**src/rtl/hcfp_pkg.sv**
```systemverilog
// Package for the hex channel frame parser: widths, ASCII codes, control
// types for the top level and the byte classification functions for the control.
// No dependencies.
`timescale 1ns / 1ps
`default_nettype none

package hcfp_pkg;

    localparam int BYTE_W    = 8;
    localparam int NIB_W     = 4;
    localparam int NUM_CELLS = 8;
    localparam int VALUE_W   = NIB_W * NUM_CELLS;
    localparam int CHAN_W    = 7;
    localparam int CNT_W     = $clog2(NUM_CELLS);

    localparam logic [CNT_W-1:0] LAST_DIGIT = CNT_W'(NUM_CELLS - 1);

    localparam logic [BYTE_W-1:0] CHAR_CR    = 8'h0D;
    localparam logic [BYTE_W-1:0] CHAR_LF    = 8'h0A;
    localparam logic [BYTE_W-1:0] CHAR_PLUS  = 8'h2B;
    localparam logic [BYTE_W-1:0] CHAR_UP_G  = 8'h47;
    localparam logic [BYTE_W-1:0] CHAR_UP_Z  = 8'h5A;
    localparam logic [BYTE_W-1:0] CHAR_LO_G  = 8'h67;
    localparam logic [BYTE_W-1:0] CHAR_LO_Z  = 8'h7A;
    localparam logic [BYTE_W-1:0] CHAR_0     = 8'h30;
    localparam logic [BYTE_W-1:0] CHAR_9     = 8'h39;
    localparam logic [BYTE_W-1:0] CHAR_UP_A  = 8'h41;
    localparam logic [BYTE_W-1:0] CHAR_UP_F  = 8'h46;
    localparam logic [NIB_W-1:0]  HEX_A_VALUE = 4'd10;

    typedef enum logic
    {
        ST_IDLE,
        ST_FRAME
    } state_t;

    typedef struct packed
    {
        logic ok;
        logic [NIB_W-1:0] nib;
    } digit_t;

    // Control handed to every cell in the value chain
    typedef struct packed
    {
        logic clear;
        logic shift;
        logic [NIB_W-1:0] nib;
    } cell_ctl_t;

    // Status from the frame control to the top level
    typedef struct packed
    {
        logic emit;
        logic can_emit;
        logic [CHAN_W-1:0] channel;
    } ctrl_status_t;

    function automatic logic is_channel_letter(input logic [BYTE_W-1:0] b);
        return ((b >= CHAR_UP_G) && (b <= CHAR_UP_Z)) || ((b >= CHAR_LO_G) && (b <= CHAR_LO_Z));
    endfunction

    function automatic logic is_lower_channel(input logic [BYTE_W-1:0] b);
        return (b >= CHAR_LO_G) && (b <= CHAR_LO_Z);
    endfunction

    function automatic logic is_early_end(input logic [BYTE_W-1:0] b);
        return (b == CHAR_CR) || (b == CHAR_LF) || (b == CHAR_PLUS);
    endfunction

    function automatic digit_t nibble_of(input logic [BYTE_W-1:0] b);
        digit_t d;
        d.ok  = 1'b0;
        d.nib = '0;
        if ((b >= CHAR_0) && (b <= CHAR_9))
        begin
            d.ok  = 1'b1;
            d.nib = b[NIB_W-1:0] - CHAR_0[NIB_W-1:0];
        end
        else if ((b >= CHAR_UP_A) && (b <= CHAR_UP_F))
        begin
            d.ok  = 1'b1;
            d.nib = b[NIB_W-1:0] - CHAR_UP_A[NIB_W-1:0] + HEX_A_VALUE;
        end
        return d;
    endfunction

endpackage

`default_nettype wire

```
**src/rtl/hcfp_nibble_cell.sv**
```systemverilog
// One cell of the value chain: holds a hex digit and passes it to the
// next cell when a digit shifts in. Depends on hcfp_pkg.
`timescale 1ns / 1ps
`default_nettype none

module hcfp_nibble_cell
(
    input  wire logic                      clk,
    input  wire hcfp_pkg::cell_ctl_t       ctl,
    input  wire logic [hcfp_pkg::NIB_W-1:0] nib_in,
    output logic      [hcfp_pkg::NIB_W-1:0] nib_out,
    output logic      [hcfp_pkg::NIB_W-1:0] nib_next
);
    import hcfp_pkg::*;

    logic [NIB_W-1:0] nib_reg;

    always_comb
    begin
        if (ctl.clear)
        begin
            nib_next = '0;
        end
        else if (ctl.shift)
        begin
            nib_next = nib_in;
        end
        else
        begin
            nib_next = nib_reg;
        end
    end

    always_ff @(posedge clk)
    begin
        nib_reg <= nib_next;
    end

    assign nib_out = nib_reg;

endmodule

`default_nettype wire

```
**config.mk**
```make
export PLATFORM = sky130hd
export DESIGN_NAME = hcfp_nibble_cell
export DESIGN_NICKNAME = d
export VERILOG_FILES = /design/src/rtl/hcfp_pkg.sv /design/src/rtl/hcfp_nibble_cell.sv
export SDC_FILE = /design/constraint.sdc
export NUM_CORES = 1
export LEC_CHECK = 0
export ABC_AREA = 1
export BUFFER_PORTS_ARGS = -buffer_cell sky130_fd_sc_hd__buf_2
export CAP_MARGIN = 10
export CORE_AREA = 2 2 39 41
export DETAILED_ROUTE_END_ITERATION = 8
export DIE_AREA = 0 0 41 43
export GPL_TIMING_DRIVEN = 0
export PLACE_DENSITY = 0.47
export SETUP_SLACK_MARGIN = 0.1
export SLEW_MARGIN = 20
export SYNTH_ARGS = -nofsm -noshare
export SYNTH_HDL_FRONTEND = slang
export SYNTH_SLANG_ARGS = --single-unit
```
**constraint.sdc**
```tcl
create_clock -name clk -period 0.83 [get_ports clk]
set_clock_uncertainty 0.05 [all_clocks]
set_input_delay 0.1245 -clock clk [delete_from_list [all_inputs] [get_ports clk]]
set_output_delay 0.1245 -clock clk [all_outputs]
set_load 0.02 [all_outputs]
```
==> qor.yml <==
synth:
  synth_area_um2: 173
  yosys_register_bits: 4
  muxShareOfSynthArea_pct: 0
  synthCells: 26
  yosysSeqAreaShare_pct: 46.4
  synth_xor_area_share_pct: 0
  avgSynthCellArea_um2: 6.64
  synth-compound-area-share_pct: 0
  synthesis.nets: 37
  synth.top_cell.area_share_pct: 46.4
  synth_top_family_by_area: "simple AND/OR/NAND/NOR gates"
  synth_area_leaders: "dfxtp_1 (46%), nand2_1 (17%), nor2_1 (15%), inv_1 (8.7%), buf_6 (6.5%)"
  synthAdderAreaFrac_pct: 0
  yosysWarnings: 0
  synth_largest_area_cell: "dfxtp_1"
  synth-simple-area-share_pct: 36.2
  ys_types: 7
timing:
  period_share_pct: 122
  max_freq_mhz: 990
  setup_ws_ns: -0.180
  rsz0062_at_grt: "true"
  fin_crit_ns: 1.01
  finalSetupViolations: 8
  maxSlewHeadroom_pct: 92.4
  hold_viol_final: 0
  finalMaxSlewViolations: 0
  worstMarginPinSlew_ns: 0.114
placed_design:
  placed_area_um2: 315
  pre_cts_ws_ns: -0.0132
  routabilityCongestion: 0.527
  dp_cells: 55
  io_buffer_count: 13
worst_setup_path:
  cp.depth: 3
  path_delay_family: "flip-flops"
  r2r_cells: 2
  required_ns: 0.66
  cpPeakStageDelay_ns: 0.34
  cp-start-kind: "flip-flop"
  cp_max_fo: 2
  worst_setup_path_end_kind: "output port"
  cp_num_buf_inv: 1
  crit_arrival_ns: 0.84
  crit_top_cell: "nor2_4"
  cp_cell_sequence: "nor2_4 -> nor2_4 -> buf_6"
  criticalPathCategory: "flip-flop to output port"
  cp_slowest_cell: "dfxtp_4"
pwr:
  p_leak_uw: 0.000199
  intPower_uw: 461
  swShare_pct: 28.7
  switching_power_uw: 186
  pwr-share-comb_pct: 29.0
  seqPwrFrac_pct: 34.0
  power.density_mw_per_mm2: 1560
  power_uw: 646
  ir_worst_vdd_uv: 849
  clkPwrFrac_pct: 37.0
cells_and_area:
  drive_gt1_share_pct: 72.1
  finalNetCount: 56
  antenna_cells: 0
  mostFrequentLayoutCells: "buf_6 (10), nor2_4 (8), nand2_1 (8)"
  fin_util_pct: 29.9
  largest_register_ffs: 4
  area_growth_syn_to_layout_pct: 140
  final_common_cell: "buf_6"
  stdcell_area_um2: 414
  instances_no_fill: 59
detailed_routing:
  vias: 211
  ant_nets: 0
  drt_iter0_drc: 0
  routed_wl_um: 411
  wire_per_inst_um: 6.97
  remaining_drc_errors: 0
  vias_per_cell: 3.58
  first_pass_iters: 1
clock_tree:
  root_buffer: "clkbuf_4"
  numCtsBuffers: 3
  clk_latency_ns: 0.23
  clockBufferDepth: 2
  cts_sinks: 4
  cts_tree: "yes"
  htreeDepth: 1
  path_clk_slew_ns: 0.04
floorplanning:
  die_w_um: 41
  core_area_mm2: 0.00138
  dieArea_mm2: 0.00176
  fp.dieH_um: 43
  num_rows: 14
  start_util_pct: 12.5
  ios: 19
global_route:
  grt_usage_pct: 6.72
  grt_overflow: 0
  grt_pass1_vias: 185
  antenna_found_initial: 0
  grt_pass1_wl_um: 676
  grt_max_degree: 9
outcome:
  status: "finished, violations left"
  violations: "negative setup slack"
worst_hold_path:
  hp-class: "input port to flip-flop"
  whs_path_depth: 3
job:
  maxCapViolations: 0
-- through the flow --
stage / setup TNS [ns] / hold WS, ns
2_1_floorplan: 0 / 0.306
3_3_place_gp: -0.0430 / 0.349
3_5_place_dp: -0.0439 / 0.353
4_1_cts: -1.07 / 0.149
5_1_grt: -1.28 / 0.149
6_report: -0.982 / 0.151
-- final timing paths --
check             slack [ns]           to        from
hold reg to reg         0.45   nib_out[2]  nib_out[2]
hold / removal          0.15   nib_out[1]      ctl[4]
setup reg to reg        0.19   nib_out[0]  nib_out[0]
setup / recovery       -0.18  nib_next[0]  nib_out[0]
-- cells in the mapped netlist --
master / number
inv_1: 4
nand2_1: 8
nor2_2: 1
inv_2: 1
dfxtp_1: 4
nor2_1: 7
buf_6: 1
-- worst reg2reg max path: stages (launching register included) --
cell	delay (ns)
dfxtp_4	0.34
nor2_4	0.10
nor2_4	0.04
-- cells by family after synthesis --
kind of cell | count (synthesis)
buffers and inverters | 6
flip-flops | 4
AND/OR/NAND/NOR | 16
-- per-layer routing --
metal | global-route usage, % | up-vias | routed length [um]
met5 | 0 | - | 0
met4 | 2.00 | 0 | 0
met3 | 9.95 | 0 | 72
met2 | 7.81 | 13 | 199
met1 | 6.41 | 88 | 138
li1 | - | 110 | -
-- power groups by stage --
| stage | clock network [uW] | registers (uW) | logic [uW] |
|---|---|---|---|
| 5_1_grt | 280 | 221 | 202 |
| 6_report | 239 | 220 | 187 |
| 4_1_cts | 254 | 220 | 190 |
| 3_5_place_dp | 0 | 216 | 142 |
| 2_1_floorplan | 0 | 233 | 83.1 |
| 3_3_place_gp | 0 | 216 | 142 |
-- final cells by class --
class                   count  area, um2
fillers                   155        970
repair buffers             14        126
multi-input cells          16        120
flip-flops and latches      4       95.1
clock buffers               3       22.5
well taps                  16       20.0
inverters                   5       18.8
plain buffers               1       11.3
-- timing repair --
| action | 4_1_cts | 5_1_grt |
|---|---|---|
| gates resized for setup | 20 | 0 |
| setup endpoints to repair | 8 | 8 |
| hold buffers | 0 | 0 |
| setup buffers | 1 | 0 |
No activity file was read; power rests on OpenSTA's default activity.
