<file path="config.mk">
export PLATFORM = sky130hd
export DESIGN_NAME = hcfp_ctrl
export DESIGN_NICKNAME = d
export VERILOG_FILES = /design/src/rtl/hcfp_pkg.sv /design/src/rtl/hcfp_ctrl.sv
export SDC_FILE = /design/constraint.sdc
export NUM_CORES = 1
export LEC_CHECK = 0
export BUFFER_PORTS_ARGS = -buffer_cell sky130_fd_sc_hd__buf_4
export CORE_AREA = 2 2 53 55
export DETAILED_ROUTE_END_ITERATION = 7
export DIE_AREA = 0 0 55 57
export PLACE_DENSITY = 0.56
export SETUP_SLACK_MARGIN = 0.02
export SLEW_MARGIN = 0
export SYNTH_ARGS = -nofsm -noshare
export SYNTH_HDL_FRONTEND = slang
export SYNTH_SLANG_ARGS = --single-unit
</file>
<file path="constraint.sdc">
create_clock -name clk -period 1.9 [get_ports clk]
set_input_delay 0.095 -clock clk [delete_from_list [all_inputs] [get_ports clk]]
set_output_delay 0.095 -clock clk [all_outputs]
set_load 0.01 [all_outputs]
</file>
<file path="src/rtl/hcfp_pkg.sv">
// Package for the hex channel frame parser: widths, ASCII codes, control
// types for the top level and the byte classification functions for the control.
// No dependencies.
`timescale 1ns / 1ps
`default_nettype none

package hcfp_pkg;

    localparam int BYTE_W    = 8;
    localparam int NIB_W     = 4;
    localparam int NUM_CELLS = 8;
    localparam int VALUE_W   = NIB_W * NUM_CELLS;
    localparam int CHAN_W    = 7;
    localparam int CNT_W     = $clog2(NUM_CELLS);

    localparam logic [CNT_W-1:0] LAST_DIGIT = CNT_W'(NUM_CELLS - 1);

    localparam logic [BYTE_W-1:0] CHAR_CR    = 8'h0D;
    localparam logic [BYTE_W-1:0] CHAR_LF    = 8'h0A;
    localparam logic [BYTE_W-1:0] CHAR_PLUS  = 8'h2B;
    localparam logic [BYTE_W-1:0] CHAR_UP_G  = 8'h47;
    localparam logic [BYTE_W-1:0] CHAR_UP_Z  = 8'h5A;
    localparam logic [BYTE_W-1:0] CHAR_LO_G  = 8'h67;
    localparam logic [BYTE_W-1:0] CHAR_LO_Z  = 8'h7A;
    localparam logic [BYTE_W-1:0] CHAR_0     = 8'h30;
    localparam logic [BYTE_W-1:0] CHAR_9     = 8'h39;
    localparam logic [BYTE_W-1:0] CHAR_UP_A  = 8'h41;
    localparam logic [BYTE_W-1:0] CHAR_UP_F  = 8'h46;
    localparam logic [NIB_W-1:0]  HEX_A_VALUE = 4'd10;

    typedef enum logic
    {
        ST_IDLE,
        ST_FRAME
    } state_t;

    typedef struct packed
    {
        logic ok;
        logic [NIB_W-1:0] nib;
    } digit_t;

    // Control handed to every cell in the value chain
    typedef struct packed
    {
        logic clear;
        logic shift;
        logic [NIB_W-1:0] nib;
    } cell_ctl_t;

    // Status from the frame control to the top level
    typedef struct packed
    {
        logic emit;
        logic can_emit;
        logic [CHAN_W-1:0] channel;
    } ctrl_status_t;

    function automatic logic is_channel_letter(input logic [BYTE_W-1:0] b);
        return ((b >= CHAR_UP_G) && (b <= CHAR_UP_Z)) || ((b >= CHAR_LO_G) && (b <= CHAR_LO_Z));
    endfunction

    function automatic logic is_lower_channel(input logic [BYTE_W-1:0] b);
        return (b >= CHAR_LO_G) && (b <= CHAR_LO_Z);
    endfunction

    function automatic logic is_early_end(input logic [BYTE_W-1:0] b);
        return (b == CHAR_CR) || (b == CHAR_LF) || (b == CHAR_PLUS);
    endfunction

    function automatic digit_t nibble_of(input logic [BYTE_W-1:0] b);
        digit_t d;
        d.ok  = 1'b0;
        d.nib = '0;
        if ((b >= CHAR_0) && (b <= CHAR_9))
        begin
            d.ok  = 1'b1;
            d.nib = b[NIB_W-1:0] - CHAR_0[NIB_W-1:0];
        end
        else if ((b >= CHAR_UP_A) && (b <= CHAR_UP_F))
        begin
            d.ok  = 1'b1;
            d.nib = b[NIB_W-1:0] - CHAR_UP_A[NIB_W-1:0] + HEX_A_VALUE;
        end
        return d;
    endfunction

endpackage

`default_nettype wire

</file>
<file path="src/rtl/hcfp_ctrl.sv">
// Frame control: classifies each accepted byte, tracks the frame state,
// digit count and channel letter, and drives the value chain. Depends on hcfp_pkg.
`timescale 1ns / 1ps
`default_nettype none

module hcfp_ctrl
(
    input  wire logic                        clk,
    input  wire logic                        rst_n,
    input  wire logic                        accept,
    input  wire logic [hcfp_pkg::BYTE_W-1:0] rx_byte,
    output hcfp_pkg::cell_ctl_t              cell_ctl,
    output hcfp_pkg::ctrl_status_t           status
);
    import hcfp_pkg::*;

    state_t            state_reg;
    state_t            state_next;
    logic [CNT_W-1:0]  count_reg;
    logic [CNT_W-1:0]  count_next;
    logic [CHAN_W-1:0] channel_reg;
    logic [CHAN_W-1:0] channel_next;

    digit_t digit;
    logic   letter;
    logic   lower;
    logic   early;
    logic   last;

    always_comb
    begin
        digit  = nibble_of(rx_byte);
        letter = is_channel_letter(rx_byte);
        lower  = is_lower_channel({1'b0, channel_reg});
        early  = is_early_end(rx_byte);
        last   = (count_reg == LAST_DIGIT);
    end

    // Next state
    always_comb
    begin
        state_next   = state_reg;
        count_next   = count_reg;
        channel_next = channel_reg;
        case (state_reg)
            ST_IDLE:
            begin
                if (accept && letter)
                begin
                    state_next   = ST_FRAME;
                    count_next   = '0;
                    channel_next = rx_byte[CHAN_W-1:0];
                end
            end
            ST_FRAME:
            begin
                if (accept)
                begin
                    if (digit.ok && !last)
                    begin
                        count_next = count_reg + 1'b1;
                    end
                    else
                    begin
                        // full frame, early end or bad byte: back to idle
                        state_next = ST_IDLE;
                        count_next = '0;
                    end
                end
            end
            default:
            begin
                state_next = ST_IDLE;
                count_next = '0;
            end
        endcase
    end

    // Outputs
    always_comb
    begin
        cell_ctl.clear  = 1'b0;
        cell_ctl.shift  = 1'b0;
        cell_ctl.nib    = digit.nib;
        status.emit     = 1'b0;
        status.can_emit = 1'b0;
        status.channel  = channel_reg;
        case (state_reg)
            ST_IDLE:
            begin
                cell_ctl.clear = accept && letter;
            end
            ST_FRAME:
            begin
                cell_ctl.shift  = accept && digit.ok;
                status.emit     = accept && ((digit.ok && last) || (!digit.ok && lower && early));
                status.can_emit = lower || last;
            end
            default:
            begin
                cell_ctl.clear = 1'b0;
            end
        endcase
    end

    always_ff @(posedge clk or negedge rst_n)
    begin
        if (!rst_n)
        begin
            state_reg <= ST_IDLE;
            count_reg <= '0;
        end
        else
        begin
            state_reg <= state_next;
            count_reg <= count_next;
        end
    end

    always_ff @(posedge clk)
    begin
        channel_reg <= channel_next;
    end

endmodule

`default_nettype wire

</file>
==> impl_results.md <==
- CP required: 1.80 ns
- Input/output buffers: 25
- Crit path DAT: 1.70 ns
- CP Depth: 7
- Yosys top cell by area: edfxtp_1
- Post-Syn Area: 722 um2
- Switching power: 131 uW
- Max FFs per register: 7
- Crit-path cells: buf_4, ha_2, or4b_1, and4_4, o21ba_4, a32o_1, buf_4
- Crit start category: primary input
- Gate power share: 0.177
- Root Buffer: clkbuf_4
- Register share of total power: 0.517
- Residual DRC: 0
- Setup CP Type: in -> out
- Detailed-route vias per instance: 4.86
- DP Worst Slack: 0.0424 ns
- Syn Inst Count: 70
- Crit path capture type: output pin
- WL/cell: 12.2 um
- Setup slack, reg-to-reg: 0.57 ns
- Tmin final: 1.80 ns
- Fmax: 0.557 GHz
- Synth Register Bits: 11
- Drt total wl: 1610 um
- VDD IR max: 0.367 mV
- Final Hold Fails: 0
- Grt ovf: 0
- Crit-path slowest cell: or4b_1
- Initial DRT Pass Iterations: 4
- Io pins: 26
- Top cells by area, synth: edfxtp_1 (29%), dfrtp_1 (14%), ha_1 (10%)
- Die Span X: 55 um
- Initial DRC count: 11
- Final setup viols: 0
- Seq/Total Area, Yosys: 0.430
- Row count: 19
- Leakage: 0.000456 uW
- Status: finished clean
- H-Tree Depth: 1
- Clock buffer depth: 2
- Total vias in the final route: 642
- Layout cells sized above 1: 0.366
- Syn Area/Cell: 10.3 um2
- First-pass GRT wire length: 2820 um
- Top cell type's share of synthesized area: 0.291
- Final #Nets: 119
- Unique masters post-synth: 29
- RSZ-0062 raised after global routing: no
- Total track usage: 0.123
- Setup bufs post-CTS: 0
- Synthesized net count: 87
- Dpl hpwl: 1340 um
- Worst reg-to-reg path cell count: 4
- Setup ws final: 0.105 ns
- Inserted Clock Buffers: 3
- Initial antenna violation count: 0
- Final period util: 0.945
- Worst Hold Depth: 1
- Switching share of power: 0.254
- Initial core utilization: 0.276
- Fillers: 277
- Multi-input gate area: 393 um2
- Yosys Warn Count: 0
- Worst-path fanout max: 6
- Worst hold path class: in -> reg
- Most common cell on crit path: buf_4
- Die area: 3140 um2
- Fin util: 0.384
- WP buf/inv: 2
- Clock slew at reported path FFs: 0.07 ns
- Clock network fraction of total power: 0.307
- Final ANT Viol Nets: 0
- Vias in the first global route: 661
- Core Region: 2620 um2
- Worst clock skew: 0.00409 ns
- Least-Margin Pin Slew: 0.359 ns
- CP top delay family: simple AND/OR/NAND/NOR gates
- Sequential Area: 310 um2
- CTS tree: built
- # Max-Cap Violations: 0
- Setup TNS: 0 ns
- Insertion delay to the later sink of the worst-skew pair: 0.27 ns
- Die H: 57 um
- Pins Over Slew Limit: 0
- Antenna diodes: 0
- Max-slew headroom: 0.761
- Cell internal pwr: 386 uW
- Clock sinks: 11
- Gp weighted congestion: 0.812
- PD cells: 515 nW/um2
- Area grow syn2layout: 39.2%
- CP max stage delay: 0.51 ns
- Largest net degree at the start of global routing: 10
-- metrics by stage --
stage / area (um2) / total power [uW] / hold WS (ns) / std cells
after detailed placement: 956 / 362 / -0.105 / 127
after CTS: 993 / 518 / 0.0289 / 132
after global routing: 1000 / 546 / 0.0205 / 132
final: 1000 / 518 / 0.0331 / 132
after global placement: 956 / 361 / -0.105 / 127
after floorplan: 722 / 313 / -0.201 / 70
-- cell families after synthesis --
logic type,count (synthesis),synth area share
multiplexers,1,0.0139
AND/OR/NAND/NOR,26,0.189
adder cells (fa/ha/maj),6,0.104
buffers and inverters,6,0.0416
flip-flops,11,0.430
AO/OA/AOI/OAI,20,0.222
-- cell type report --
class,instances,area share
tap,31,0.0386
clock buffer,3,0.0224
multi-input combinational,53,0.391
timing repair buffer,29,0.219
sequential,11,0.309
clock inverter,1,0.00498
inverter,4,0.0149
-- Yosys cell counts (all sizes together) --
cell type	number
a21o	3
a21oi	3
a2bb2oi	1
a311oi	2
a32o	4
and4	1
buf	1
clkbuf	1
dfrtp	4
edfxtp	7
ha	6
inv	4
mux2i	1
nand2	7
nand2b	2
nand3	1
nand4	1
nand4bb	1
nor2	7
nor2b	3
nor3	1
nor4	1
o21ai	2
o21ba	1
o21bai	1
o22ai	2
o311ai	1
or4b	1
-- worst paths after layout --
kind	from	endpoint
max in group asynchronous	rst_n	count_reg[1]
max	rx_byte[0]	status[8]
min in group asynchronous	rst_n	state_reg
min	rx_byte[6]	channel_reg[6]
min reg2reg	state_reg	state_reg
max reg2reg	count_reg[0]	count_reg[2]
-- cell usage in the layout, fill, tap and decap left out, types with 2 or more instances in the layout --
master     n
nand2_1    7
dfrtp_1    4
a32o_1     4
ha_1       5
a21o_1     2
clkbuf_4   3
o21ai_0    2
o22ai_1    2
edfxtp_1   7
nor2b_1    3
a21oi_1    3
inv_1      4
nor2_1     7
nand2b_1   2
buf_4     28
-- routing by layer --
metal | wire length (um) | global-route usage
met1 | 722 | 0.167
met2 | 756 | 0.184
met3 | 97 | 0.0236
met4 | 37 | 0.0627
met5 | 0 | 0
-- power by group through the flow --
| stage | Sequential (uW) | Clock (uW) | Combinational, uW |
|---|---|---|---|
| after floorplan | 274 | 0 | 39.6 |
| after global routing | 269 | 174 | 103 |
| after detailed placement | 273 | 0 | 89.4 |
| after CTS | 267 | 159 | 91.5 |
| final | 267 | 159 | 91.4 |
| after global placement | 273 | 0 | 88.2 |
-- timing repair --
item,4_1_cts,5_1_grt
endpoints found under the setup margin,0,2
gates resized for setup,0,3
hold buffers,1,0
endpoints found under the hold margin,4,0
(Power assumes the default switching activity.)
